### config.mk
export PLATFORM = sky130hd
export DESIGN_NAME = skoi_ctrl
export DESIGN_NICKNAME = d
export VERILOG_FILES = /design/src/hw/rtl/skoi_pkg.sv /design/src/hw/rtl/skoi_ctrl.sv
export SDC_FILE = /design/constraint.sdc
export NUM_CORES = 1
export LEC_CHECK = 0
export ABC_AREA = 1
export BUFFER_PORTS_ARGS = -buffer_cell sky130_fd_sc_hd__buf_2
export CORE_MARGIN = 10
export CORE_UTILIZATION = 24
export DETAILED_ROUTE_END_ITERATION = 16
export PLACE_DENSITY = 0.46
export SYNTH_ARGS = -nofsm -noshare
export SYNTH_HDL_FRONTEND = slang
export SYNTH_SLANG_ARGS = --single-unit
### constraint.sdc
create_clock -name clock -period 5.5 [get_ports clock]
set_input_delay 0 -clock clock [delete_from_list [all_inputs] [get_ports clock]]
set_output_delay 0 -clock clock [all_outputs]
set_load 0.005 [all_outputs]
### src/hw/rtl/skoi_pkg.sv
package skoi_pkg;

   localparam int MAX_ENTRIES = 64;
   localparam int MAX_OFFSETS = 16;
   localparam int OFFSET_BITS = 32;

   localparam int KEY_W   = 29;
   localparam int POS_W   = $clog2(MAX_ENTRIES);
   localparam int USED_W  = POS_W + 1;
   localparam int SLOT_W  = $clog2(MAX_OFFSETS);
   localparam int CNT_W   = 5;
   localparam int ADDR_W  = POS_W + SLOT_W;

   typedef enum logic [1:0] {
      MODE_ADD  = 2'd0,
      MODE_FIND = 2'd1,
      MODE_GET  = 2'd2,
      MODE_NONE = 2'd3
   } mode_type;

   typedef enum logic [2:0] {
      ST_NEW       = 3'd0,
      ST_APPENDED  = 3'd1,
      ST_FOUND     = 3'd2,
      ST_NOT_FOUND = 3'd3,
      ST_TABLE_FULL = 3'd4,
      ST_LIST_FULL = 3'd5,
      ST_POS_BAD   = 3'd6
   } status_type;

   typedef enum logic [3:0] {
      S_IDLE,
      S_SRCH,
      S_CMP,
      S_HIT,
      S_RPT_RD,
      S_RPT_OUT,
      S_SH_RD,
      S_SH_WR,
      S_EMIT
   } state_type;

   // One table row: the key, the number of offsets and the physical slot
   // whose offset list belongs to it. Rows move on insert, lists never do.
   typedef struct packed {
      logic [KEY_W-1:0]  key;
      logic [CNT_W-1:0]  cnt;
      logic [POS_W-1:0]  slot;
   } ent_type;

   typedef struct packed {
      logic [POS_W-1:0]       ent_raddr;
      logic                   ent_we;
      logic [POS_W-1:0]       ent_waddr;
      ent_type                ent_wdata;
      logic [ADDR_W-1:0]      off_raddr;
      logic                   off_we;
      logic [ADDR_W-1:0]      off_waddr;
      logic [OFFSET_BITS-1:0] off_wdata;
   } mem_req_type;

   typedef struct packed {
      status_type        status;
      logic [KEY_W-1:0]  key;
      logic [31:0]       offset;
      logic [POS_W-1:0]  pos;
      logic [CNT_W-1:0]  cnt;
      logic [USED_W-1:0] total;
   } rsp_type;

endpackage

### src/hw/rtl/skoi_ctrl.sv
module skoi_ctrl (
   input  logic                                clock,
   input  logic                                reset,
   input  logic                                req_valid,
   output logic                                req_stall,
   input  logic [1:0]                          req_mode,
   input  logic [skoi_pkg::KEY_W-1:0]          req_field_key,
   input  logic [31:0]                         req_offset_value,
   input  logic [5:0]                          req_position,
   output skoi_pkg::mem_req_type               mem_req,
   input  skoi_pkg::ent_type                   ent_rd,
   input  logic [skoi_pkg::OFFSET_BITS-1:0]    off_rd,
   output logic                                rsp_valid,
   input  logic                                rsp_stall,
   output skoi_pkg::rsp_type                   rsp_data,
   output logic                                rsp_last
);
   import skoi_pkg::*;

   state_type              state_ff, state_in;
   mode_type               mode_ff, mode_in;
   logic [KEY_W-1:0]       key_ff, key_in;
   logic [OFFSET_BITS-1:0] off_ff, off_in;
   logic [USED_W-1:0]      lo_ff, lo_in, hi_ff, hi_in, idx_ff, idx_in, used_ff, used_in;
   logic [USED_W-1:0]      mid;
   ent_type                hold_ff, hold_in;
   rsp_type                pend_ff, pend_in, rsp_ff, rsp_in;
   logic                   rsp_valid_ff, rsp_valid_in, last_ff, last_in;
   logic                   out_free, accept, hit, rpt_last;

   assign out_free = !rsp_valid_ff || !rsp_stall;
   assign accept   = req_valid && (state_ff == S_IDLE);
   assign mid      = lo_ff + ((hi_ff - lo_ff) >> 1);
   assign hit      = (lo_ff < used_ff) && (ent_rd.key == key_ff);
   assign rpt_last = (idx_ff + USED_W'(1)) == USED_W'(hold_ff.cnt);

   always_comb begin
      state_in = state_ff;
      unique case (state_ff)
         S_IDLE: begin
            if (accept) begin
               priority if (mode_type'(req_mode) == MODE_NONE) state_in = S_IDLE;
               else if (mode_type'(req_mode) == MODE_GET &&
                        USED_W'(req_position) >= used_ff) state_in = S_EMIT;
               else state_in = S_SRCH;
            end
         end
         S_SRCH: state_in = (lo_ff < hi_ff) ? S_CMP : S_HIT;
         S_CMP:  state_in = S_SRCH;
         S_HIT: begin
            priority if (mode_ff == MODE_GET || (mode_ff == MODE_FIND && hit))
               state_in = S_RPT_RD;
            else if (mode_ff == MODE_ADD && !hit && used_ff < USED_W'(MAX_ENTRIES))
               state_in = S_SH_RD;
            else state_in = S_EMIT;
         end
         S_RPT_RD:  state_in = S_RPT_OUT;
         S_RPT_OUT: begin
            if (out_free) state_in = rpt_last ? S_IDLE : S_RPT_RD;
         end
         S_SH_RD: state_in = (idx_ff == lo_ff) ? S_EMIT : S_SH_WR;
         S_SH_WR: state_in = S_SH_RD;
         S_EMIT:  begin
            if (out_free) state_in = S_IDLE;
         end
         default: state_in = S_IDLE;
      endcase
   end

   always_comb begin
      mode_in = mode_ff;
      key_in = key_ff;
      off_in = off_ff;
      lo_in = lo_ff;
      hi_in = hi_ff;
      idx_in = idx_ff;
      used_in = used_ff;
      hold_in = hold_ff;
      pend_in = pend_ff;
      rsp_in = rsp_ff;
      last_in = last_ff;
      rsp_valid_in = rsp_valid_ff && rsp_stall;
      mem_req = '0;
      mem_req.ent_raddr = '0;
      mem_req.off_raddr = {hold_ff.slot, idx_ff[SLOT_W-1:0]};
      unique case (state_ff)
         S_IDLE: begin
            if (accept) begin
               mode_in = mode_type'(req_mode);
               key_in = req_field_key;
               off_in = OFFSET_BITS'(req_offset_value);
               if (mode_type'(req_mode) == MODE_GET) begin
                  lo_in = USED_W'(req_position);
                  hi_in = USED_W'(req_position);
                  pend_in = '{ST_POS_BAD, '0, '0, req_position, '0, used_ff};
               end else begin
                  lo_in = '0;
                  hi_in = used_ff;
               end
            end
         end
         S_SRCH: begin
            mem_req.ent_raddr = (lo_ff < hi_ff) ? mid[POS_W-1:0] : lo_ff[POS_W-1:0];
         end
         S_CMP: begin
            if (ent_rd.key < key_ff) lo_in = mid + USED_W'(1);
            else hi_in = mid;
         end
         S_HIT: begin
            hold_in = ent_rd;
            idx_in = '0;
            if (mode_ff == MODE_FIND && !hit) begin
               pend_in = '{ST_NOT_FOUND, key_ff, '0, '0, '0, used_ff};
            end else if (mode_ff == MODE_ADD && hit) begin
               if (ent_rd.cnt >= CNT_W'(MAX_OFFSETS)) begin
                  pend_in = '{ST_LIST_FULL, key_ff, '0, lo_ff[POS_W-1:0], ent_rd.cnt,
                              used_ff};
               end else begin
                  mem_req.off_we = 1'b1;
                  mem_req.off_waddr = {ent_rd.slot, ent_rd.cnt[SLOT_W-1:0]};
                  mem_req.off_wdata = off_ff;
                  mem_req.ent_we = 1'b1;
                  mem_req.ent_waddr = lo_ff[POS_W-1:0];
                  mem_req.ent_wdata = '{ent_rd.key, ent_rd.cnt + CNT_W'(1), ent_rd.slot};
                  pend_in = '{ST_APPENDED, key_ff, 32'(off_ff), lo_ff[POS_W-1:0],
                              ent_rd.cnt + CNT_W'(1), used_ff};
               end
            end else if (mode_ff == MODE_ADD) begin
               idx_in = used_ff;
               pend_in = '{ST_TABLE_FULL, key_ff, '0, '0, '0, used_ff};
            end
         end
         S_RPT_OUT: begin
            if (out_free) begin
               rsp_valid_in = 1'b1;
               rsp_in = '{ST_FOUND, hold_ff.key, 32'(off_rd), lo_ff[POS_W-1:0],
                          hold_ff.cnt, used_ff};
               last_in = rpt_last;
               idx_in = idx_ff + USED_W'(1);
            end
         end
         S_SH_RD: begin
            mem_req.ent_raddr = idx_ff[POS_W-1:0] - POS_W'(1);
            if (idx_ff == lo_ff) begin
               // Rows are in place; the new row takes the next unused slot.
               mem_req.ent_we = 1'b1;
               mem_req.ent_waddr = lo_ff[POS_W-1:0];
               mem_req.ent_wdata = '{key_ff, CNT_W'(1), used_ff[POS_W-1:0]};
               mem_req.off_we = 1'b1;
               mem_req.off_waddr = {used_ff[POS_W-1:0], {SLOT_W{1'b0}}};
               mem_req.off_wdata = off_ff;
               used_in = used_ff + USED_W'(1);
               pend_in = '{ST_NEW, key_ff, 32'(off_ff), lo_ff[POS_W-1:0], CNT_W'(1),
                           used_ff + USED_W'(1)};
            end
         end
         S_SH_WR: begin
            mem_req.ent_we = 1'b1;
            mem_req.ent_waddr = idx_ff[POS_W-1:0];
            mem_req.ent_wdata = ent_rd;
            idx_in = idx_ff - USED_W'(1);
         end
         S_EMIT: begin
            if (out_free) begin
               rsp_valid_in = 1'b1;
               rsp_in = pend_ff;
               last_in = 1'b1;
            end
         end
         default: ;
      endcase
   end

   always_ff @(posedge clock) begin
      if (reset) begin
         state_ff <= S_IDLE;
         used_ff <= '0;
         rsp_valid_ff <= 1'b0;
      end else begin
         state_ff <= state_in;
         used_ff <= used_in;
         rsp_valid_ff <= rsp_valid_in;
      end
      mode_ff <= mode_in;
      key_ff <= key_in;
      off_ff <= off_in;
      lo_ff <= lo_in;
      hi_ff <= hi_in;
      idx_ff <= idx_in;
      hold_ff <= hold_in;
      pend_ff <= pend_in;
      rsp_ff <= rsp_in;
      last_ff <= last_in;
   end

   assign req_stall = state_ff != S_IDLE;
   assign rsp_valid = rsp_valid_ff;
   assign rsp_data = rsp_ff;
   assign rsp_last = last_ff;

   a_used_range: assert property (@(posedge clock) disable iff (reset)
      used_ff <= USED_W'(MAX_ENTRIES)) else $error("entry count out of range");
   a_used_only_insert: assert property (@(posedge clock) disable iff (reset)
      (state_ff != S_SH_RD) |=> $stable(used_ff)) else $error("count changed outside insert");
   a_search_bounds: assert property (@(posedge clock) disable iff (reset)
      (state_ff == S_SRCH) |-> (lo_ff <= hi_ff)) else $error("search bounds crossed");
   a_shift_above: assert property (@(posedge clock) disable iff (reset)
      (state_ff == S_SH_WR) |-> (idx_ff > lo_ff)) else $error("shift below insert point");
endmodule

==> results of run 1 <==
[report_power, final]
part,internal [mW],switching [mW]
Sequential,2.69,0.0748
Clock,1.39,0.977
Combinational,0.485,0.877
Total,4.57,1.93
[how the worst min path moves through the flow]
stage | startpoint | to | slack [ns]
after detailed placement | req_field_key[23] | key_ff[23] | 0.18
after CTS | req_field_key[7] | key_ff[7] | 0.13
after global routing | req_offset_value[11] | off_ff[11] | 0.14
after floorplan | reset | state_ff[0] | 0.07
after global placement | req_field_key[21] | key_ff[21] | 0.18
final | req_offset_value[16] | off_ff[16] | 0.17
[per-stage QoR]
stage               cell area, um^2  power, mW  cells  setup WS (ns)  hold WS (ns)
floorplan                     14700       3.62   1476          0.540        0.0691
global placement              17100       4.07   2544           1.61         0.177
detailed placement            17100       4.07   2544           1.62         0.178
CTS                           19700       6.57   2753           1.02         0.127
global route                  19700       6.82   2753          0.775         0.135
finish                        19700       6.50   2753           1.26         0.173
[registers in the layout, summed over array words and instances, names as in the netlist]
register   flops
mode_ff        2
mem_req        6
key_ff        29
idx_ff         7
state_ff       4
lo_ff          7
off_ff        32
pend_ff       82
rsp_data      82
rsp_last       1
hold_ff       34
hi_ff          7
rsp_valid      1
used_ff        7
[critical path, cell delays in order (launching register included)]
cell      delay [ns]
dfxtp_1         0.37
clkinv_1        0.31
ha_1            0.40
nand2_1         0.15
nand3_1         0.10
nor2_1          0.09
nand2_1         0.12
a21oi_2         0.26
nand3_4         0.30
nand2_1         0.74
buf_4           0.35
nand2_1         0.06
o21ai_0         0.19
buf_2           0.21
[layout make-up]
type                            count  area [um^2]  area share
Sequential cell                   301         8920       0.452
Multi-Input combinational cell    954         4860       0.246
Timing Repair Buffer              491         3220       0.163
Tap cell                          782          978      0.0496
Clock buffer                       43          958      0.0486
Inverter                          159          602      0.0305
Clock inverter                     23          195     0.00989
[synth_stat cells (8+ instances only)]
| cell type | count | area share |
|---|---|---|
| a21oi_1 | 58 | 0.020 |
| buf_2 | 12 | 0.0041 |
| buf_4 | 13 | 0.0066 |
| clkbuf_1 | 27 | 0.0069 |
| dfxtp_1 | 12 | 0.016 |
| edfxtp_1 | 289 | 0.59 |
| ha_1 | 64 | 0.055 |
| inv_1 | 154 | 0.039 |
| nand2_1 | 413 | 0.11 |
| nand3_1 | 52 | 0.018 |
| nand4_1 | 9 | 0.0038 |
| nor2_1 | 168 | 0.043 |
| o211ai_1 | 9 | 0.0046 |
| o21ai_0 | 97 | 0.033 |
| xnor2_1 | 8 | 0.0048 |
| xor2_1 | 25 | 0.015 |
[kinds of logic (layout without fill, tap and decap cells)]
| logic type | Yosys count | after routing |
|---|---|---|
| AND/OR/NAND/NOR | 662 | 662 |
| flip-flops | 301 | 301 |
| buffers and inverters | 221 | 716 |
| AO/OA/AOI/OAI | 193 | 193 |
| adder cells (fa/ha/maj) | 66 | 66 |
| XOR/XNOR | 33 | 33 |
[metal layers]
metal | GRT usage | wire (um) | share of wire
met5 | 0 | 13 | 0.00024
met4 | 0.0454 | 1520 | 0.028
met3 | 0.0297 | 3490 | 0.064
met2 | 0.254 | 26300 | 0.48
met1 | 0.187 | 23300 | 0.43
[layout by cell type (no fill, tap or decap), drive strengths merged, types with 3 or more instances in the layout]
| master | count |
|---|---|
| edfxtp | 289 |
| nand4 | 9 |
| nand3 | 53 |
| nor3 | 7 |
| xnor2 | 8 |
| clkbuf | 43 |
| o211ai | 9 |
| inv | 158 |
| ha | 64 |
| xor2 | 25 |
| dlygate4sd3 | 143 |
| buf | 348 |
| o221ai | 5 |
| o31ai | 3 |
| nor2 | 173 |
| a21oi | 59 |
| dfxtp | 12 |
| o21ai | 101 |
| o21bai | 3 |
| nand2 | 415 |
| a211oi | 3 |
| clkinv | 19 |
| bufinv | 3 |
[what timing repair did]
item,in CTS,in global routing
gates resized for setup,0,0
hold endpoints to repair,164,0
hold buffers,143,0
==> metrics.md, run 1 <==
| Metric | Value |
|---|---|
| Status | completed |
| Mux cell area share after synthesis | 0 |
| CP required | 5.50 ns |
| DP Wirelength | 39600 um |
| Net count reported at finish | 2155 |
| Syn_area_per_cell | 9.95 um^2 |
| Layout cells sized above 1 | 0.214 |
| Min-delay worst type | in2reg |
| Post-Syn Area | 14700 um^2 |
| Post-Synth XOR/XNOR Area | 0.0197 |
| Final hold violations | 0 |
| Startpoint types | register |
| Vias in the first global route | 12600 |
| Final GP Congestion | 0.890 |
| Final ANT Viol Nets | 0 |
| Sink Count | 301 |
| Gr ovfl total | 0 |
| DRT iter0 DRCs | 734 |
| Worst slew pin tran | 1.14 ns |
| Core region area | 60500 um^2 |
| Origin of the worst setup path | used_ff[6] |
| Synthesized-area fraction occupied by adder cells | 0.0573 |
| DRC violations left | 0 |
| Worst rel slew slack | 0.234 |
| Hold depth | 2 |
| Synthesis warning total | 0 |
| Simple-gate share of the synthesized area | 0.179 |
| # rows | 90 |
| TritonCTS buffer count | 37 |
| Syn Inst Count | 1476 |
| Most used DFF post-synth | edfxtp_1 |
| Asr flop ratio synth | 0 |
| CTS tree | done |
| Fill cell count | 6222 |
| RSZ-0062 raised after global routing | no |
| Number of synthesized register bits | 301 |
| Worst vdd ir | 0.000175 V |
| Synth cell types | 44 |
| Via density | 4.45 |
| Syn-to-layout area delta | 34.4% |
| Initial Util | 0.243 |
| Peak fanout along the critical path | 21 |
| First-pass GRT wire length | 80300 um |
| Clk buf depth | 3 |
| Register-to-register setup slack | 1.69 ns |
| Final Util | 0.326 |
| Chip width | 267 um |
| CTS clk-pin slew, worst paths | 0.06 ns |
| Net Count, Synth | 1687 |
| Root buffer cell | clkbuf_16 |
| Final wirelength | 54700 um |
| Sequential share of the synthesized area | 0.607 |
| RR Endpoint | pend_ff[71] |
| Initial antenna violation count | 1 |
| Inserted Diodes | 0 |
| Worst r2r src | state_ff[3] |
| CP arrival | 4.24 ns |
| Crit path time final | 4.24 ns |
| Final period util | 0.770 |
| Layout Skew | 0.0236 ns |
| IO Port Bufs | 335 |
| CP endpoint kind | output port |
| # IOs | 336 |
| Combinational family with the most area after synthesis | simple AND/OR/NAND/NOR gates |
| Max Cap Viol | 0 |
| Lkg Pwr | 8.63 nW |
| R2r worst-path depth | 9 |
| DR WL/cell | 19.9 um |
| Max-slew violation count | 0 |
| Largest net degree at the start of global routing | 67 |
| Clk_lat worst skew | 0.54 ns |
| Setup Buffers After CTS | 0 |
| Die Ht | 267 um |
| EDFF count, synth | 289 |
| Post-synthesis compound-gate area fraction | 0.0721 |
| Crit path to | mem_req[67] |
| Area of the die | 71500 um^2 |
| Worst setup path category | reg2out |
| Setup TNS | 0 ns |
| CTS H-tree depth | 2 |
| Final setup vio count | 0 |
| First-pass DRT Iterations | 5 |
| Detailed-route via count | 12200 |
| Fmax achieved | 236 MHz |
| PD cells | 329 nW/um^2 |
| Gr usage total | 0.149 |
Power figures use the tool's default switching activity.
==> run 2, diff against run 1 <==
==> constraint.sdc (replaced) <==
create_clock -name clock -period 3.64 [get_ports clock]
set_input_delay 0 -clock clock [delete_from_list [all_inputs] [get_ports clock]]
set_output_delay 0 -clock clock [all_outputs]
set_load 0.005 [all_outputs]
==> run 2 against run 1 <==
Sequential power rose by 50%. Hold slack worse by 0.021 ns. Combinational power increased by 63%. Via count increased by 1.0%. Register-to-register slack got worse by 1.3 ns. First-iteration DRC count is 6.5% higher. Total power is 56% higher. Largest power group unchanged. Count of clock-buffer cells in the layout is 5 higher.
==> metrics.md, run 2 (same netlist as run 1, synthesis figures left out) <==
| Metric | Value |
|---|---|
| Final Non-Filler Cells | 2784 (+1.1%) |
| Detailed-route via count | 12400 (+1.0%) |
| Initial Util | 0.243 (unchanged) |
| Final hold violations | 0 (unchanged) |
| First-pass DRT Iterations | 5 (unchanged) |
| Commonest cells after routing, fill and taps aside | nand2_1, buf_2, edfxtp_1 |
| PD cells | 505 nW/um^2 (+53%) |
| Root buffer cell | clkbuf_16 |
| CTS H-tree depth | 2 (unchanged) |
| Status | completed |
| Most common cell after layout, fill and taps aside | nand2_1 |
| # IOs | 336 (unchanged) |
| Lkg Pwr | 8.80 nW (+2.0%) |
| Worst setup path category | reg2out |
| Worst vdd ir | 0.000308 V (+77%) |
| Via density | 4.44 (-0.11%) |
| DRT iter0 DRCs | 782 (+6.5%) |
| Fmax achieved | 297 MHz |
| Clk buf depth | 3 (unchanged) |
| Final Worst Setup Slack | 0.268 ns (-0.997 ns) |
| DRC violations left | 0 (unchanged) |
| Final period util | 0.926 |
| TritonCTS buffer count | 40 (+8.1%) |
| Largest net degree at the start of global routing | 67 (unchanged) |
| Clk_lat worst skew | 0.56 ns (+0.02 ns) |
| Initial antenna violation count | 0 (-1) |
| CP arrival | 3.37 ns (-0.87 ns) |
| Register area | 8920 um^2 (unchanged) |
| Gr usage total | 0.152 (+0.00298) |
| CTS clk-pin slew, worst paths | 0.06 ns (about the same) |
| Max-slew violation count | 0 (unchanged) |
| Chip width | 267 um (unchanged) |
| Worst r2r src | hi_ff[0] |
| DR WL/cell | 20.0 um (+0.56%) |
| Final GP Congestion | 0.880 (-1.2%) |
| CTS tree | done |
| Vias in the first global route | 12800 (+2.2%) |
| Max Cap Viol | 0 (unchanged) |
| Origin of the worst setup path | key_ff[28] |
| # rows | 90 (unchanged) |
| Syn-to-layout area delta | 36.7% |
| Peak fanout along the critical path | 30 (+43%) |
| Final setup vio count | 0 (unchanged) |
| Total power | 10.1 mW (+56%) |
| Final ANT Viol Nets | 0 (unchanged) |
| Area of the die | 71500 um^2 (unchanged) |
| Fill cell count | 6255 (+0.53%) |
| Sink Count | 301 (unchanged) |
| Worst slew pin tran | 1.09 ns (-0.0415 ns) |
| CP required | 3.64 ns (-1.86 ns) |
| Inserted Diodes | 0 (unchanged) |
| Pre-CTS setup slack | 0.282 ns (-1.33 ns) |
| Crit path time final | 3.37 ns |
| Multi-input logic area | 4880 um^2 (+0.39%) |
| Min-delay src | req_offset_value[25] |
| Net count reported at finish | 2185 (+1.4%) |
| DP Wirelength | 39400 um (-0.38%) |
| First-pass GRT wire length | 81900 um (+2.0%) |
| Setup TNS | 0 ns (unchanged) |
| Final wirelength | 55600 um (+1.7%) |
| Layout Skew | 0.0225 ns (-0.00111 ns) |
| IO Port Bufs | 335 (unchanged) |
| Die Ht | 267 um (unchanged) |
| CP endpoint kind | output port |
| Startpoint types | register |
| Worst rel slew slack | 0.270 (+0.0357) |
| DP Cell Count | 2563 (+0.75%) |
| Min-delay worst type | in2reg |
| Final Util | 0.332 (+0.00554) |
| Core region area | 60500 um^2 (unchanged) |
| Gr ovfl total | 0 (unchanged) |
| Layout cells sized above 1 | 0.227 (+0.0132) |
[run 2: what timing repair did]
action | in CTS | in global routing
buffers inserted | 3 | 4
hold buffers | 144 | 0
pin swaps | 1 | 1
endpoints found under the hold margin | 159 | 0
setup endpoints to repair | 62 | 3
resized for setup | 4 | 2
[run 2: per-layer routing]
metal | GRT usage | vias up | routed length (um)
met5 | 0 | - | 0
met2 | 0.263 | 380 | 27200
met3 | 0.0317 | 95 | 3280
met4 | 0.0537 | 0 | 1780
li1 | - | 5927 | -
met1 | 0.184 | 5961 | 23300
[run 2: final cells by class]
class / count / share of cell area
timing repair buffer: 518 / 0.172
sequential: 301 / 0.444
inverter: 159 / 0.0302
tap: 782 / 0.0488
clock buffer: 48 / 0.0540
multi-input combinational: 954 / 0.243
clock inverter: 22 / 0.00761
[run 2: final timing paths]
path	cells past startpoint	slack (ns)	end
worst max register to register	18	0.44	lo_ff[6]
worst min-delay path	2	0.15	off_ff[25]
worst min register to register	1	0.50	rsp_data[80]
worst max-delay path	14	0.27	mem_req[64]
[run 2: power breakdown]
group          internal [mW]  total (mW)  switching [mW]
combinational          0.839        2.22            1.38
clock                   2.19        3.76            1.57
sequential              4.07        4.15          0.0785
total                   7.10        10.1            3.03
[run 2: critical path, cell delays in order (launching register included)]
cell      delay, ns
edfxtp_1       0.32
inv_1          0.07
ha_1           0.32
nand2_1        0.10
nor2_1         0.27
nand4_1        0.15
nor3_2         0.21
nand2_1        0.16
a21oi_2        0.23
nand3_4        0.14
nand2_1        0.14
buf_12         0.21
nand2_1        0.07
o21ai_0        0.20
buf_2          0.21
[run 2: per-stage QoR]
step	hold slack [ns]	area, um^2
after floorplan	0.0691	14700
after global placement	0.178	17300
after detailed placement	0.178	17300
after CTS	0.0983	20000
after global routing	0.135	20100
final	0.152	20100
